[src/sv/rcfp_pkg.sv]
package rcfp_pkg;

    // Field widths of the channel and the packed frame.
    localparam int CHAN_W      = 12;
    localparam int SCALED_W    = 11;
    localparam int QUOT_W      = 13;
    localparam int PROD_W      = 28;
    localparam int RECIP_SHIFT = 15;
    localparam int HELD_W      = 3;
    localparam int ACC_W       = 7;
    localparam int PACK_W      = 18;
    localparam int TOTAL_W     = 5;
    localparam int CHAN_IDX_W  = 4;

    // Scaling: floor(v * 8 / 5) is (v * 52429) >> 15, exact for 12-bit v.
    localparam logic [15:0]         RECIP          = 16'd52429;
    localparam logic [QUOT_W-1:0]   CHANNEL_OFFSET = 13'd1408;
    localparam logic [QUOT_W-1:0]   CHANNEL_MAX    = 13'd2047;

    // Frame constants.
    localparam logic [CHAN_IDX_W-1:0] FIRST_CHANNEL = 4'd0;
    localparam logic [CHAN_IDX_W-1:0] LAST_CHANNEL  = 4'd15;
    localparam logic [7:0] SYNC_BYTE = 8'hEE;
    localparam logic [7:0] LEN_BYTE  = 8'd24;
    localparam logic [7:0] TYPE_BYTE = 8'h16;
    localparam logic [7:0] CRC_POLY  = 8'hD5;

    // Job queue between the packer and the byte sequencer.
    localparam int QUEUE_DEPTH = 4;
    localparam int QPTR_W      = $clog2(QUEUE_DEPTH);
    localparam int QCNT_W      = $clog2(QUEUE_DEPTH + 1);

    // One packed item: optional header, one or two payload bytes, optional CRC.
    typedef struct packed {
        logic       hdr;
        logic       two;
        logic       eof;
        logic [7:0] b0;
        logic [7:0] b1;
    } job_t;

    // Byte positions the sequencer walks through for one job.
    typedef enum logic [2:0] {
        SLOT_SYNC,
        SLOT_LEN,
        SLOT_TYPE,
        SLOT_PAY0,
        SLOT_PAY1,
        SLOT_CRC
    } slot_t;

    // CRC-8, polynomial 0xD5, MSB first, one byte.
    function automatic logic [7:0] crc_feed(input logic [7:0] crc, input logic [7:0] data);
        logic [7:0] c;
        c = crc ^ data;
        for (int k = 0; k < 8; k++)
        begin
            c = c[7] ? ((c << 1) ^ CRC_POLY) : (c << 1);
        end
        return c;
    endfunction

endpackage

[src/sv/rcfp_front.sv]
module rcfp_front
    import rcfp_pkg::*;
(
    input  logic              clk,
    input  logic              rst_n,
    input  logic              channel_valid,
    output logic              channel_stall,
    input  logic [CHAN_W-1:0] channel_value,
    output logic              push,
    output job_t              push_job,
    input  logic              q_full
);

    logic              p_valid_reg, p_valid_next;
    logic [QUOT_W-1:0] p_quot_reg;
    logic [HELD_W-1:0]     held_reg, held_next;
    logic [ACC_W-1:0]      acc_reg, acc_next;
    logic [CHAN_IDX_W-1:0] ch_reg, ch_next;

    logic [PROD_W-1:0]   prod;
    logic                accept;
    logic [QUOT_W-1:0]   diff;
    logic [SCALED_W-1:0] scaled;
    logic [HELD_W-1:0]   held_eff;
    logic [ACC_W-1:0]    acc_eff;
    logic [PACK_W-1:0]   packed_bits;
    logic [TOTAL_W-1:0]  total;
    logic                two;
    logic                frame_start;
    logic                frame_end;

    // A transfer waits only while the scaled value cannot move into the queue.
    assign push          = p_valid_reg && !q_full;
    assign channel_stall = p_valid_reg && q_full;
    assign accept        = channel_valid && !channel_stall;

    // Scale by eight fifths through a reciprocal multiply.
    assign prod = PROD_W'(channel_value) * PROD_W'(RECIP);

    // Remove the offset and saturate to eleven bits.
    always_comb
    begin
        diff = p_quot_reg - CHANNEL_OFFSET;
        if (p_quot_reg < CHANNEL_OFFSET)
            scaled = '0;
        else if (diff > CHANNEL_MAX)
            scaled = CHANNEL_MAX[SCALED_W-1:0];
        else
            scaled = diff[SCALED_W-1:0];
    end

    // Append the value to the leftover bits and split off whole bytes.
    always_comb
    begin
        frame_start = (ch_reg == FIRST_CHANNEL);
        frame_end   = (ch_reg == LAST_CHANNEL);
        held_eff    = frame_start ? '0 : held_reg;
        acc_eff     = frame_start ? '0 : acc_reg;
        packed_bits = PACK_W'(acc_eff) | (PACK_W'(scaled) << held_eff);
        total       = TOTAL_W'(held_eff) + TOTAL_W'(SCALED_W);
        two         = total[TOTAL_W-1];

        push_job.hdr = frame_start;
        push_job.two = two;
        push_job.eof = frame_end;
        push_job.b0  = packed_bits[7:0];
        push_job.b1  = packed_bits[15:8];

        held_next = held_reg;
        acc_next  = acc_reg;
        ch_next   = ch_reg;
        if (push)
        begin
            if (frame_end)
            begin
                held_next = '0;
                acc_next  = '0;
                ch_next   = FIRST_CHANNEL;
            end
            else
            begin
                ch_next = ch_reg + 1'b1;
                if (two)
                begin
                    held_next = HELD_W'(total - TOTAL_W'(16));
                    acc_next  = ACC_W'(packed_bits[PACK_W-1:16]);
                end
                else
                begin
                    held_next = HELD_W'(total - TOTAL_W'(8));
                    acc_next  = packed_bits[8 +: ACC_W];
                end
            end
        end

        if (accept)
            p_valid_next = 1'b1;
        else if (push)
            p_valid_next = 1'b0;
        else
            p_valid_next = p_valid_reg;
    end

    // Control state.
    always_ff @(posedge clk or negedge rst_n)
    begin
        if (!rst_n)
        begin
            p_valid_reg <= 1'b0;
            held_reg    <= '0;
            acc_reg     <= '0;
            ch_reg      <= FIRST_CHANNEL;
        end
        else
        begin
            p_valid_reg <= p_valid_next;
            held_reg    <= held_next;
            acc_reg     <= acc_next;
            ch_reg      <= ch_next;
        end
    end

    // Quotient register after the multiplier.
    always_ff @(posedge clk)
    begin
        if (accept)
            p_quot_reg <= prod[PROD_W-1:RECIP_SHIFT];
    end

endmodule

[src/sv/rcfp_queue.sv]
module rcfp_queue
    import rcfp_pkg::*;
(
    input  logic clk,
    input  logic rst_n,
    input  logic push,
    input  job_t push_job,
    output logic full,
    input  logic pop,
    output logic head_valid,
    output job_t head_job
);

    job_t              entry_reg [QUEUE_DEPTH];
    logic [QPTR_W-1:0] wr_ptr_reg, wr_ptr_next;
    logic [QPTR_W-1:0] rd_ptr_reg, rd_ptr_next;
    logic [QCNT_W-1:0] count_reg, count_next;

    assign full       = (count_reg == QCNT_W'(QUEUE_DEPTH));
    assign head_valid = (count_reg != '0);
    assign head_job   = entry_reg[rd_ptr_reg];

    // Pointer and fill count update.
    always_comb
    begin
        wr_ptr_next = wr_ptr_reg;
        rd_ptr_next = rd_ptr_reg;
        count_next  = count_reg;
        if (push)
            wr_ptr_next = wr_ptr_reg + 1'b1;
        if (pop)
            rd_ptr_next = rd_ptr_reg + 1'b1;
        if (push && !pop)
            count_next = count_reg + 1'b1;
        else if (pop && !push)
            count_next = count_reg - 1'b1;
    end

    always_ff @(posedge clk or negedge rst_n)
    begin
        if (!rst_n)
        begin
            wr_ptr_reg <= '0;
            rd_ptr_reg <= '0;
            count_reg  <= '0;
        end
        else
        begin
            wr_ptr_reg <= wr_ptr_next;
            rd_ptr_reg <= rd_ptr_next;
            count_reg  <= count_next;
        end
    end

    // Entry storage.
    always_ff @(posedge clk)
    begin
        if (push)
            entry_reg[wr_ptr_reg] <= push_job;
    end

endmodule

[src/sv/rcfp_back.sv]
module rcfp_back
    import rcfp_pkg::*;
(
    input  logic       clk,
    input  logic       rst_n,
    input  logic       head_valid,
    input  job_t       head_job,
    output logic       pop,
    output logic       frame_valid,
    input  logic       frame_stall,
    output logic [7:0] out_byte,
    output logic       last_of_run,
    output logic       end_of_frame
);

    slot_t      pos_reg, pos_next;
    logic       active_reg, active_next;
    logic [7:0] crc_reg, crc_next;
    logic       out_valid_reg, out_valid_next;
    logic [7:0] byte_reg, byte_next;
    logic       last_reg, last_next;
    logic       eof_reg, eof_next;

    slot_t      slot;
    logic       emit;
    logic       is_last;

    assign frame_valid  = out_valid_reg;
    assign out_byte     = byte_reg;
    assign last_of_run  = last_reg;
    assign end_of_frame = eof_reg;

    // Walk the byte slots of the head job, one transfer per cycle while frame_stall is low.
    always_comb
    begin
        emit = head_valid && (!out_valid_reg || !frame_stall);
        if (active_reg)
            slot = pos_reg;
        else
            slot = head_job.hdr ? SLOT_SYNC : SLOT_PAY0;

        is_last   = 1'b0;
        pos_next  = pos_reg;
        crc_next  = crc_reg;
        byte_next = byte_reg;
        case (slot)
            SLOT_SYNC:
            begin
                byte_next = SYNC_BYTE;
                pos_next  = SLOT_LEN;
            end
            SLOT_LEN:
            begin
                byte_next = LEN_BYTE;
                pos_next  = SLOT_TYPE;
            end
            SLOT_TYPE:
            begin
                byte_next = TYPE_BYTE;
                crc_next  = crc_feed(8'h00, TYPE_BYTE);
                pos_next  = SLOT_PAY0;
            end
            SLOT_PAY0:
            begin
                byte_next = head_job.b0;
                crc_next  = crc_feed(crc_reg, head_job.b0);
                if (head_job.two)
                    pos_next = SLOT_PAY1;
                else if (head_job.eof)
                    pos_next = SLOT_CRC;
                else
                    is_last = 1'b1;
            end
            SLOT_PAY1:
            begin
                byte_next = head_job.b1;
                crc_next  = crc_feed(crc_reg, head_job.b1);
                if (head_job.eof)
                    pos_next = SLOT_CRC;
                else
                    is_last = 1'b1;
            end
            SLOT_CRC:
            begin
                byte_next = crc_reg;
                is_last   = 1'b1;
            end
            default:
            begin
                is_last = 1'b1;
            end
        endcase

        last_next = is_last;
        eof_next  = (slot == SLOT_CRC);
        pop       = emit && is_last;

        if (emit)
            active_next = !is_last;
        else
            active_next = active_reg;

        if (emit)
            out_valid_next = 1'b1;
        else if (!frame_stall)
            out_valid_next = 1'b0;
        else
            out_valid_next = out_valid_reg;
    end

    // Sequencer state and output valid.
    always_ff @(posedge clk or negedge rst_n)
    begin
        if (!rst_n)
        begin
            pos_reg       <= SLOT_SYNC;
            active_reg    <= 1'b0;
            crc_reg       <= '0;
            out_valid_reg <= 1'b0;
        end
        else
        begin
            out_valid_reg <= out_valid_next;
            if (emit)
            begin
                pos_reg    <= pos_next;
                active_reg <= active_next;
                crc_reg    <= crc_next;
            end
        end
    end

    // Output payload register.
    always_ff @(posedge clk)
    begin
        if (emit)
        begin
            byte_reg <= byte_next;
            last_reg <= last_next;
            eof_reg  <= eof_next;
        end
    end

endmodule

[src/sv/rc_channel_frame_packer.sv]
// RC channel frame packer.
// The channel input takes one 12-bit pulse width per transfer, channels 0 to 15
// in turn; a transfer completes on a clock edge with channel_valid high and
// channel_stall low. Each value is scaled to floor(v*8/5)-1408, clamped to
// 0..2047 and packed LSB first. The frame output gives one byte per transfer
// (frame_valid high, frame_stall low): 0xEE, 24, 0x16, 22 payload bytes and a
// CRC-8 (poly 0xD5) over type and payload, with last_of_run on the final byte
// of each channel and end_of_frame on the CRC byte.
// The first byte caused by a channel passes the quotient register, the job
// queue and the output byte register. Throughput is bounded by the byte
// sequencer at one byte per cycle while frame_stall is low; a frame is 26 bytes.
// Channels may arrive every cycle unless stalled; a four-entry job queue
// absorbs the difference, and channel_stall rises only when that queue is full.
// While frame_stall is high the output byte holds and the sequencer waits.
// Reset clears the channel counter, bit store, CRC, queue and output valid;
// the next channel after reset starts a new frame.
module rc_channel_frame_packer
    import rcfp_pkg::*;
(
    input  logic              clk,
    input  logic              rst_n,
    input  logic              channel_valid,
    output logic              channel_stall,
    input  logic [CHAN_W-1:0] channel_value,
    output logic              frame_valid,
    input  logic              frame_stall,
    output logic [7:0]        out_byte,
    output logic              last_of_run,
    output logic              end_of_frame
);

    logic q_push;
    job_t q_push_job;
    logic q_full;
    logic q_pop;
    logic q_head_valid;
    job_t q_head_job;

    rcfp_front u_front
    (
        .clk           (clk),
        .rst_n         (rst_n),
        .channel_valid (channel_valid),
        .channel_stall (channel_stall),
        .channel_value (channel_value),
        .push          (q_push),
        .push_job      (q_push_job),
        .q_full        (q_full)
    );

    rcfp_queue u_queue
    (
        .clk        (clk),
        .rst_n      (rst_n),
        .push       (q_push),
        .push_job   (q_push_job),
        .full       (q_full),
        .pop        (q_pop),
        .head_valid (q_head_valid),
        .head_job   (q_head_job)
    );

    rcfp_back u_back
    (
        .clk          (clk),
        .rst_n        (rst_n),
        .head_valid   (q_head_valid),
        .head_job     (q_head_job),
        .pop          (q_pop),
        .frame_valid  (frame_valid),
        .frame_stall  (frame_stall),
        .out_byte     (out_byte),
        .last_of_run  (last_of_run),
        .end_of_frame (end_of_frame)
    );

    // The job queue is never written when full nor read when empty.
    a_no_overflow: assert property (@(posedge clk) disable iff (!rst_n)
        q_push |-> !q_full)
        else $error("job queue written while full");

    a_no_underflow: assert property (@(posedge clk) disable iff (!rst_n)
        q_pop |-> q_head_valid)
        else $error("job queue read while empty");

    // The CRC byte always closes a channel's run.
    a_eof_is_last: assert property (@(posedge clk) disable iff (!rst_n)
        (frame_valid && end_of_frame) |-> last_of_run)
        else $error("end of frame without end of run");

endmodule
[config.mk]
export PLATFORM = sky130hd
export DESIGN_NAME = rc_channel_frame_packer
export DESIGN_NICKNAME = d
export VERILOG_FILES = /design/src/sv/rcfp_pkg.sv /design/src/sv/rcfp_front.sv /design/src/sv/rcfp_queue.sv /design/src/sv/rcfp_back.sv /design/src/sv/rc_channel_frame_packer.sv
export SDC_FILE = /design/constraint.sdc
export NUM_CORES = 1
export LEC_CHECK = 0
export BUFFER_PORTS_ARGS = -buffer_cell sky130_fd_sc_hd__clkbuf_2
export CAP_MARGIN = 5
export CORE_MARGIN = 2
export CORE_UTILIZATION = 45
export DETAILED_ROUTE_END_ITERATION = 12
export SLEW_MARGIN = 20
export SYNTH_ARGS = -nofsm -noshare
export SYNTH_HDL_FRONTEND = slang
export SYNTH_SLANG_ARGS = --single-unit
[constraint.sdc]
create_clock -name clk -period 5.3 [get_ports clk]
set_input_delay 1.59 -clock clk [delete_from_list [all_inputs] [get_ports clk]]
set_output_delay 1.59 -clock clk [all_outputs]
set_load 0.02 [all_outputs]
== Yosys cells after proc, flatten, opt, wreduce, memory -nomap -nowiden ==
Memories as Yosys holds them, arrays and structs flattened.
Index checks and enable logic that the tools add are counted.
Widths: inputs -> output; s select.

* Bits in registers: 58
* Bits in writable memories: 76
* Input port bits: 16
* Output and inout bits: 12
* Memories: 1

* Add/subtract/negate cells: 9
* Multiply operators: 1
* Magnitude comparators: 2
* Eq/ne operators: 8
* Shift-type cells: 1
* Mux-type cells: 43
* Bitwise operators: 19
* Reductions and logical operators: 27

{| class="wikitable"
|+ Memories
! name !! words !! width !! read ports !! clocked after memory_dff !! write ports !! RTL line !! text
|-
| u_queue.entry_reg || 4 || 19 || 1 || 0 || 1 || rcfp_queue.sv:14 || <nowiki>job_t entry_reg [QUEUE_DEPTH];</nowiki>
|}

{| class="wikitable"
|+ Operator list
! operator !! number
|-
| $mux 8 || 16
|-
| $not 5->5 || 16
|-
| $pmux 8 s6 || 1
|-
| $mul 12x16->28 const B || 1
|-
| $mux 3 || 8
|-
| $pmux 8 s3 || 1
|-
| $mux 11 || 2
|-
| $mux 7 || 3
|-
| $or 7x18->18 || 1
|-
| $shl 11x3->18 || 1
|-
| $xor 8x8->8 || 2
|-
| $pmux 3 s5 || 1
|-
| $gt 13x11->1 const B || 1
|-
| $lt 13x11->1 const B || 1
|-
| $sub 13x11->13 const B || 1
|-
| $eq 3x3->1 const B || 3
|-
| $sub 3x1->3 const B || 3
|-
| $mux 1 || 8
|-
| $logic_and 1x1->1 || 7
|-
| $logic_not 1->1 || 7
|-
| $eq 3x2->1 const B || 2
|-
| $reduce_and 2->1 || 3
|-
| $reduce_bool 3->1 || 2
|-
| $reduce_bool 6->1 || 1
|-
| 16 further kinds || 18
|}

== Depth between registers and ports, before layout ==
Gate-level depths: netlist of the first run.
An unclocked memory read counts as a cell.

* Word-level depth: 19
* Mapped depth: 18
* Gate-level depth less buffers: 18

== Cells and area by module ==
Synthesis of the first run repeated with hierarchy kept, for this count alone.

* Cells, all modules: 848
* Area, all modules: 9643.0 um^2

{| class="wikitable"
|+ Modules (own cells, without submodules)
! module !! times used !! cells an instance !! area an instance (um^2)
|-
| rcfp_front || 1 || 532 || 4672.0
|-
| rcfp_queue || 1 || 133 || 3138.0
|-
| rcfp_back || 1 || 183 || 1833.0
|}

== Worst setup path before layout of the first run ==
Ideal clock, no wire load.

* Path type: input-to-reg
* From: in channel_value[10]
* To: reg u_front.p_quot_reg[12], data pin
* Setup time: 0.260 ns
* Data arrival time: 5.692 ns
* Required time: 5.040 ns
* Path slack: -0.652 ns
* Stages on the path: 18
* Path buffers: 1
* Cell sequence: inv_1 -> ha_1 -> fa_1 -> fa_1 -> inv_1 -> fa_1 -> inv_1 -> fa_1 -> inv_1 -> ha_1 -> a21o_1 -> a21o_1 -> a21oi_1 -> and2_1 -> clkbuf_1 -> o311ai_0 -> a31oi_1 -> xnor2_1

* Cells in the longest elaborated chain, start to end: 1

{| class="wikitable"
|+ Ends and longest elaborated chain
! what !! RTL line !! text
|-
| from (decl) || rc_channel_frame_packer.sv:24 || <nowiki>input logic [CHAN_W-1:0] channel_value,</nowiki>
|-
| $mul 12x16->28 || rcfp_front.sv:38 || <nowiki>assign prod = PROD_W'(channel_value) * PROD_W'(RECIP);</nowiki>
|-
| via u_front.prod[27] || rcfp_front.sv:20 || <nowiki>logic [PROD_W-1:0] prod;</nowiki>
|-
| to (signal assigned) || rcfp_front.sv:127 || <nowiki>p_quot_reg <= prod[PROD_W-1:RECIP_SHIFT];</nowiki>
|-
| to (decl) || rcfp_front.sv:15 || <nowiki>logic [QUOT_W-1:0] p_quot_reg;</nowiki>
|}

The timed path passes the listed nets, and every way through them passes these cells.
A chain may end at the register's enable or synchronous reset.

== Worst setup path in the final report of the first run ==
* From: in channel_value[7]
* To: reg u_front.p_quot_reg[4], data pin

The elaborated chain is that of the path after synthesis.

==> flow_summary.toml, run 1 <==
[synthesis]
syn-num-nets = 966
synth_seq_cells = 134
synth_edf_count = 99
ys_types = 76
synth_area_um2 = 9570
synth-async-reset-ratio_pct = 26.1
syn_inst = 819
synth_xor_area_share_pct = 8.59
seq_area_frac_synth_pct = 40.2
yosysMostFrequentCell = "inv_1"
synth_ff_type = "edfxtp_1"
yosys_warnings = 0
synth_fa_ha_area_share_pct = 20.5
synth_compound_area_share_pct = 10.5
yosys.area_share.simple_pct = 7.21
synthMuxAreaShare_pct = 7.06
ys_top_cells_by_count = "inv_1, edfxtp_1, ha_1"
synth_area_leaders = "edfxtp_1, ha_1, dfrtp_1, fa_1, inv_1"
synth.avg_cell_area_um2 = 11.7
synth_top_family_by_area = "adder cells"
yosysTopAreaCell = "edfxtp_1"
synth_top_area_share_pct = 31.1

[sta]
final.setup.worst_slack_ns = -0.0127
finalSetupViolations = 1
setup_tns_ns = -0.0127
tightest_slew_ns = 1.09
skew_ns = 0.00944
rsz0062_at_grt = "true"
whs_ns = 0.498
post-route-period-util_pct = 100
fmax_mhz = 188
hold_viol = 0
slew_viol_final = 0
relSlewSlack_pct = 27.5
final.min_clock_period_ns = 5.31

[cells_and_area]
area_delta_synth_final_pct = 18.9
nets = 1054
drive_gt1_share_pct = 25.2
num_antenna_cells = 0
fillers = 1841
largest_reg_flops = 76

[drt]
initialDrtViolationCount = 410
antenna_left = 0
wl_met2_mm = 11.1
wire_per_inst_um = 17.2
highest_layer = "met4"
vias = 6501
drc = 0
wl_met1_mm = 8.30
viasPerCell = 5.44
postRouteWirelength_mm = 20.6
firstDrtPassIters = 4
wl_met3_um = 637

[clock_tree]
cts.clk_slew.worst_paths_ns = 0.06
cts_root_buf = "clkbuf_16"
clock-sinks = 134
cts_tree = "done"
cts_buffer_depth = 2
clk_latency_ns = 0.42
cts_htree_levels = 4
cts_inserted_buffers = 17
cts_hold_buf = 0

[hold_path]
hp-start = "u_back.frame_valid"
holdCritPathClass = "reg2reg"
hold_path_end = "u_back.frame_valid"
min_path_cells = 2

[critical_path]
crit_top_cell = "fa_1"
timing.rr.start = "u_front.ch_reg[0]"
critPathLaunchType = "input port"
worstReg2RegEnd = "u_front.acc_reg[2]"
regToRegSetupSlack_ns = 1.71
critPathArrivalTime_ns = 5.48
worst_path_max_delay_cell = "fa_1"
critical_path.top_delay_family = "adder cells"
cp_num_cells = 18
max_stage_delay_ns = 0.49
critPathBufInv = 5
r2r_cells = 10
cp-end-kind = "flip-flop"
crit_type = "in2reg"
required_ns = 5.47
path_cells = "buf_8 > ha_4 > inv_2 > fa_1 > fa_1 > inv_1 > fa_1 > inv_1 > fa_1 > inv_2 > ha_4 > a21o_1 > a21o_1 > a21oi_2 > a21oi_2 > or3_4 > a21oi_2 > xnor2_1"
cp_max_fo = 3

[place]
gp_congestion = 0.923
io_buffer_count = 27
dp_hpwl_mm = 16.0

[grt]
grt_usage_pct = 19.6
overflow = 0
grt_pass1_wl_mm = 34.1
grt_pass1_vias = 6844
antenna_found_initial = 0
grt_max_degree = 36

[flow_run]
drv_cap = 0

[floorplan]
die_height_um = 150
ios = 28
num_rows = 53
die_x_um = 150
die_area_um2 = 22400
coreArea_um2 = 21000
start_util_pct = 45.7

[run_status]
violations = "negative setup slack"
status = "finished with violations"
-- routing by layer --
metal	GRT usage, %	up-vias
met1	22.0	3222
met3	3.69	40
met5	0	-
met4	7.59	0
met2	36.6	149
li1	-	3090
-- cell usage in the layout (no fill, tap or decap), drive strengths merged, types with 3 or more instances in the layout --
cell type and count:
inv 119, edfxtp 99, ha 88, buf 75, xnor2 52, nand2 43, fa 43, clkbuf 39
nor2 38, dfrtp 35, a21oi 35, o21ai 29, xor2 23, mux2i 18, mux4 17, nor3 12
mux2 10, a21o 9, and3 9, a221oi 9, a31oi 7, a211oi 6, clkinv 6, o31ai 6
a22oi 5, clkinvlp 5, and2 5, o22ai 5, nand4 4, or2 4, nor2b 4, a22o 4
o21bai 4, or3 4, nand3b 3, xnor3 3, nor4 3
-- how the worst max path moves through the flow --
stage | from | to | slack (ns)
floorplan | channel_value[7] | u_front.p_quot_reg[4] | -0.27
global placement | channel_value[7] | u_front.p_quot_reg[12] | -0.59
detailed placement | channel_value[7] | u_front.p_quot_reg[12] | -0.67
CTS | channel_value[7] | u_front.p_quot_reg[4] | -0.04
global route | channel_value[4] | u_front.p_quot_reg[12] | -0.13
finish | channel_value[7] | u_front.p_quot_reg[4] | -0.01
-- tightest hold or removal path, cell delays in order, from the launching register on --
cell     delay (ns)
dfrtp_1        0.36
nand2_1        0.05
nand2_1        0.05
-- cells by family after synthesis --
group | count (synthesis)
adders and majority gates | 131
muxes | 45
xor gates and xnor gates | 78
AOI/OAI and AO/OA | 146
and+or+nand+nor | 141
buffers and inverters | 144
DFF | 134
-- metrics by stage --
step | cell area [um2] | std cells | util, % | worst slack (ns)
after floorplan | 9720 | 819 | - | -0.269
after global placement | 10600 | 1161 | 50.5 | -0.590
after detailed placement | 10600 | 1161 | 50.5 | -0.665
after CTS | 11200 | 1192 | 53.6 | -0.0418
after global routing | 11400 | 1195 | 54.3 | -0.125
final | 11400 | 1195 | 54.3 | -0.0127
-- final cells by class --
| class | instances | area (um2) | share of cell area (%) |
|---|---|---|---|
| clock buffer | 18 | 429 | 3.77 |
| clock inverter | 14 | 126 | 1.11 |
| inverter | 117 | 443 | 3.89 |
| multi-input combinational | 541 | 5480 | 48.2 |
| sequential | 134 | 3850 | 33.8 |
| tap | 275 | 344 | 3.02 |
| timing repair buffer | 96 | 703 | 6.18 |
-- what timing repair did --
item                       4_1_cts  5_1_grt
buffers inserted                 0        3
resized for setup               17       36
setup endpoints to repair       11       11
pin swaps                       10       24
Power of run 1 is not shown: default switching activity piles up to over one toggle a cycle in this logic, so the estimate is an artifact.
==> run 2, diff against run 1 <==
--- a/config.mk
+++ b/config.mk
@@ -10,6 +10,7 @@
 export CORE_MARGIN = 2
 export CORE_UTILIZATION = 45
 export DETAILED_ROUTE_END_ITERATION = 12
+export PLACE_DENSITY = 0.69
 export SLEW_MARGIN = 20
 export SYNTH_ARGS = -nofsm -noshare
 export SYNTH_HDL_FRONTEND = slang
==> flow_summary.toml, run 2 (synthesis gave the netlist of run 1 again) <==
[run_status]
status = "finished with violations"
violations = "negative setup slack"

[critical_path]
cp_max_fo = 3
cp_num_cells = 17
crit_path_end = "u_front.p_quot_reg[12]"
path_cells = "buf_8 > ha_4 > inv_2 > fa_2 > buf_6 > fa_1 > fa_1 > fa_1 > inv_2 > ha_4 > a21o_1 > a221oi_2 > o21ai_1 > nand2_2 > o311ai_4 > a31oi_2 > xnor2_1"
critPathLaunchType = "input port"
timing.rr.start = "u_front.ch_reg[0]"
required_ns = 5.46
critPathBufInv = 4
max_stage_delay_ns = 0.56
critical_path.top_delay_family = "adder cells"
regToRegSetupSlack_ns = 1.76
worstReg2RegEnd = "u_front.acc_reg[2]"
cp-end-kind = "flip-flop"
critPathArrivalTime_ns = 5.48
crit_top_cell = "fa_1"
critPathLaunch = "channel_value[7]"
r2r_cells = 10
worst_path_max_delay_cell = "fa_2"
crit_type = "in2reg"

[place]
dp_hpwl_mm = 15.3
dp.cells = 1158
dpl_worst_slack_ns = -0.614
gp_congestion = 0.860
io_buffer_count = 27

[cells_and_area]
num_antenna_cells = 0
largest_reg_flops = 76
drive_gt1_share_pct = 23.6
final_cell_mix = "inv_1, edfxtp_1, ha_1, buf_4, xnor2_1"
utilization_pct = 54.1
layout_commonest_cell = "inv_1"
fin_cells = 1192
area_delta_synth_final_pct = 18.6
nets = 1052

[clock_tree]
cts_root_buf = "clkbuf_16"
cts_buffer_depth = 2
clk_latency_ns = 0.41
cts_htree_levels = 4
cts_tree = "done"
cts.clk_slew.worst_paths_ns = 0.06
clock-sinks = 134
cts_inserted_buffers = 17

[sta]
hold_viol = 0
fmax_mhz = 188
post-route-period-util_pct = 100
tightest_slew_ns = 1.08
final.setup.worst_slack_ns = -0.0219
final.min_clock_period_ns = 5.32
finalSetupViolations = 2
skew_ns = 0.00764
relSlewSlack_pct = 27.4
rsz0062_at_grt = "true"
slew_viol_final = 0
setup_tns_ns = -0.0301

[grt]
grt_max_degree = 36
overflow = 0
grt_pass1_vias = 6504
grt_pass1_wl_mm = 32.4
grt_usage_pct = 18.7
antenna_found_initial = 0

[floorplan]
ios = 28
num_rows = 53
coreArea_um2 = 21000
die_x_um = 150
start_util_pct = 45.7
die_height_um = 150
die_area_um2 = 22400

[drt]
vias = 6345
viasPerCell = 5.32
drc = 0
firstDrtPassIters = 5
initialDrtViolationCount = 207
wire_per_inst_um = 16.7
antenna_left = 0
postRouteWirelength_mm = 19.9

[flow_run]
drv_cap = 0

[hold_path]
holdCritPathClass = "reg2reg"
## run 2: cell count changes in the layout (fill, tap and decap cells not counted), sizes merged
cell,before,now
clkbuf,39,46
clkinvlp,5,1
inv,119,116
clkinv,6,4
buf,75,74
## run 2: through the flow
step	hold WS (ns)	cell area [um2]
6_report	0.492	11300
3_5_place_dp	0.482	10600
4_1_cts	0.492	11200
2_1_floorplan	0.456	9720
3_3_place_gp	0.475	10600
5_1_grt	0.506	11300
## run 2: worst register-to-register path, delay by kind of cell (launching register included)
kind            cells  cell delay [ns]
compound gates      2             0.31
buf+inv             2             0.15
simple gates        3             1.96
flops               1             0.42
fa+ha+maj           3             0.62
## run 2: how the worst min path moves through the flow
stage / to / startpoint / depth (start not counted)
after floorplan: u_front.ch_reg[3] / u_front.ch_reg[3] / 1
after global placement: u_front.acc_reg[2] / u_front.acc_reg[2] / 2
after detailed placement: u_front.acc_reg[2] / u_front.acc_reg[2] / 2
after CTS: u_front.ch_reg[3] / u_front.ch_reg[3] / 1
after global routing: u_front.ch_reg[3] / u_front.ch_reg[3] / 1
final: u_front.ch_reg[3] / u_front.ch_reg[3] / 1
## run 2: cell type report
cell class | count | area (um2)
fill | 1788 | 9610
clock inverter | 5 | 51.3
clock buffer | 26 | 479
timing repair buffer | 94 | 718
multi-input combinational | 541 | 5460
tap | 275 | 344
inverter | 117 | 445
sequential | 134 | 3850
## run 2: routing by layer
metal | wire length, um | vias to the layer above | track usage, %
met5 | 0 | - | 0
met4 | 703 | 0 | 7.97
met3 | 556 | 43 | 3.57
met2 | 10800 | 131 | 35.1
met1 | 7920 | 3096 | 20.6
li1 | - | 3075 | -
## run 2: what timing repair did
| item | in CTS | in global routing |
|---|---|---|
| setup endpoints to repair | 11 | 11 |
| hold buffers | 0 | 0 |
| resized for setup | 15 | 37 |
| pin swaps | 11 | 33 |
| buffers inserted | 0 | 3 |
Power of run 2 is left out for the same reason.
==> run 3, diff against run 2 <==
--- a/config.mk
+++ b/config.mk
@@ -5,12 +5,14 @@
 export SDC_FILE = /design/constraint.sdc
 export NUM_CORES = 1
 export LEC_CHECK = 0
+export ABC_AREA = 1
 export BUFFER_PORTS_ARGS = -buffer_cell sky130_fd_sc_hd__clkbuf_2
 export CAP_MARGIN = 5
 export CORE_MARGIN = 2
-export CORE_UTILIZATION = 45
+export CORE_UTILIZATION = 30
 export DETAILED_ROUTE_END_ITERATION = 12
-export PLACE_DENSITY = 0.69
+export GPL_TIMING_DRIVEN = 0
+export PLACE_DENSITY = 0.52
 export SLEW_MARGIN = 20
 export SYNTH_ARGS = -nofsm -noshare
 export SYNTH_HDL_FRONTEND = slang
==> flow_summary.toml, run 3 <==
[synthesis]
syn_inst = 1178
ys_types = 49
synth.avg_cell_area_um2 = 8.55
syn-num-nets = 1325
yosys_warnings = 0
synth-async-reset-ratio_pct = 26.1
synth_seq_cells = 134
seq_area_frac_synth_pct = 38.2
synth_edf_count = 99
yosysMostFrequentCell = "nand2_1"
synth_top_area_share_pct = 29.5
synth_area_um2 = 10100
ys_top_cells_by_count = "nand2_1, inv_1, nand3_1"
synth_ff_type = "edfxtp_1"
synth_area_leaders = "edfxtp_1, nand2_1, ha_1, dfrtp_1, fa_1"
yosysTopAreaCell = "edfxtp_1"

[hold_path]
min_path_cells = 2
holdCritPathClass = "reg2reg"
hold_path_end = "u_front.acc_reg[2]"
hp-start = "u_front.acc_reg[2]"

[grt]
grt_max_degree = 36
grt_pass1_vias = 7814
grt_usage_pct = 14.0
grt_pass1_wl_mm = 39.4
overflow = 0
antenna_found_initial = 0

[run_status]
violations = "negative setup slack"
status = "finished with violations"

[floorplan]
die_x_um = 187
coreArea_um2 = 33300
num_rows = 67
ios = 28
start_util_pct = 30.3
die_area_um2 = 35100
die_height_um = 187

[sta]
fmax_mhz = 185
slew_viol_final = 0
finalSetupViolations = 6
tightest_slew_ns = 0.878
relSlewSlack_pct = 41.5
skew_ns = 0.0102
hold_viol = 0
final.min_clock_period_ns = 5.41
rsz0062_at_grt = "true"
post-route-period-util_pct = 102
final.setup.worst_slack_ns = -0.114

[place]
dp_hpwl_mm = 18.6
io_buffer_count = 27
gp_congestion = 0.872
dp.cells = 1656

[clock_tree]
cts_htree_levels = 4
cts_tree = "done"
cts_buffer_depth = 2
cts.clk_slew.worst_paths_ns = 0.06
clock-sinks = 134
clk_latency_ns = 0.43
cts_root_buf = "clkbuf_16"
cts_inserted_buffers = 17

[drt]
wire_per_inst_um = 13.9
viasPerCell = 4.60
initialDrtViolationCount = 465
drc = 0
firstDrtPassIters = 4
postRouteWirelength_mm = 23.8
vias = 7860
antenna_left = 0

[critical_path]
cp_max_fo = 3
required_ns = 5.47
cp-end-kind = "flip-flop"
critPathLaunchType = "input port"
critPathArrivalTime_ns = 5.59
timing.rr.start = "u_front.ch_reg[0]"
r2r_cells = 15
regToRegSetupSlack_ns = 1.94
worstReg2RegEnd = "u_front.acc_reg[1]"
crit_type = "in2reg"

[cells_and_area]
drive_gt1_share_pct = 14.2
largest_reg_flops = 76
layout_commonest_cell = "nand2_1"
final_cell_mix = "nand2_1, inv_1, nand3_1, edfxtp_1, ha_1"
area_delta_synth_final_pct = 18.2
fin_cells = 1707
nets = 1393
num_antenna_cells = 0

[flow_run]
drv_cap = 0
[run 3: per-stage QoR]
step                hold WS [ns]  utilization (%)  TNS, ns  instance area (um2)  setup WS [ns]
floorplan                  0.449                -   -0.534                10200         -0.168
global placement           0.466             32.6    -6.49                10900         -0.744
detailed placement         0.467             32.8    -6.53                10900         -0.754
CTS                        0.485             35.2   -0.259                11700         -0.107
global route               0.522             35.8    -1.79                11900         -0.283
finish                     0.480             35.8   -0.413                11900         -0.114
[run 3: worst max path at each step]
| stage | cells past startpoint | end | slack [ns] | from |
|---|---|---|---|---|
| after global placement | 20 | u_front.p_quot_reg[12] | -0.74 | channel_value[6] |
| after global routing | 20 | u_front.p_quot_reg[9] | -0.28 | channel_value[6] |
| after detailed placement | 18 | u_front.p_quot_reg[9] | -0.75 | channel_value[6] |
| after CTS | 20 | u_front.p_quot_reg[9] | -0.11 | channel_value[9] |
| final | 19 | u_front.p_quot_reg[11] | -0.11 | channel_value[6] |
| after floorplan | 19 | u_front.p_quot_reg[12] | -0.17 | channel_value[7] |
[run 3: logic make-up (layout without fill, tap and decap cells)]
logic type                 Yosys count  in the layout  synth area share (%)
and+or+nand+nor                    537            537                  22.9
buffers and inverters              204            285                  7.94
DFF                                134            134                  38.2
AOI/OAI and AO/OA                  133            133                  7.77
adders and majority gates          131            131                  19.5
xor gates and xnor gates            37             37                  3.50
muxes                                2              2                 0.211
[run 3: timing repair]
item                                    CTS  global route
setup buffers                             8            11
pin swaps                                26            24
endpoints found under the setup margin    7             8
gates resized for setup                  23            33
endpoints found under the hold margin     0             0
hold buffers                              0             0
[run 3: per-layer routing]
| metal | vias up | track usage [%] | routed length (um) |
|---|---|---|---|
| met1 | 3720 | 18.4 | 11300 |
| met5 | - | 0 | 0 |
| met4 | 0 | 4.06 | 377 |
| met3 | 30 | 2.61 | 709 |
| met2 | 97 | 23.7 | 11400 |
| li1 | 4013 | - | - |
[run 3: layout make-up]
class / instances / area, um2
fill: 3444 / 21400
multi-input combinational: 840 / 5700
sequential: 134 / 3850
inverter: 181 / 679
tap: 448 / 561
clock buffer: 17 / 425
timing repair buffer: 49 / 392
clock inverter: 15 / 178
buffer: 23 / 120
[run 3: worst max-delay path, stage by stage]
cell and delay [ns]:
buf_12 0.11, ha_4 0.26, inv_2 0.04, fa_2 0.49, fa_1 0.53, inv_2 0.04, fa_1 0.51, inv_2 0.04
fa_1 0.52, inv_2 0.05, ha_4 0.27, nand2_2 0.06, nor2_4 0.12, nand4_1 0.14, o21ai_4 0.22, a21oi_4 0.10
o21ai_4 0.24, a21oi_2 0.09, xor2_1 0.16
Power of run 3 is left out for the same reason.
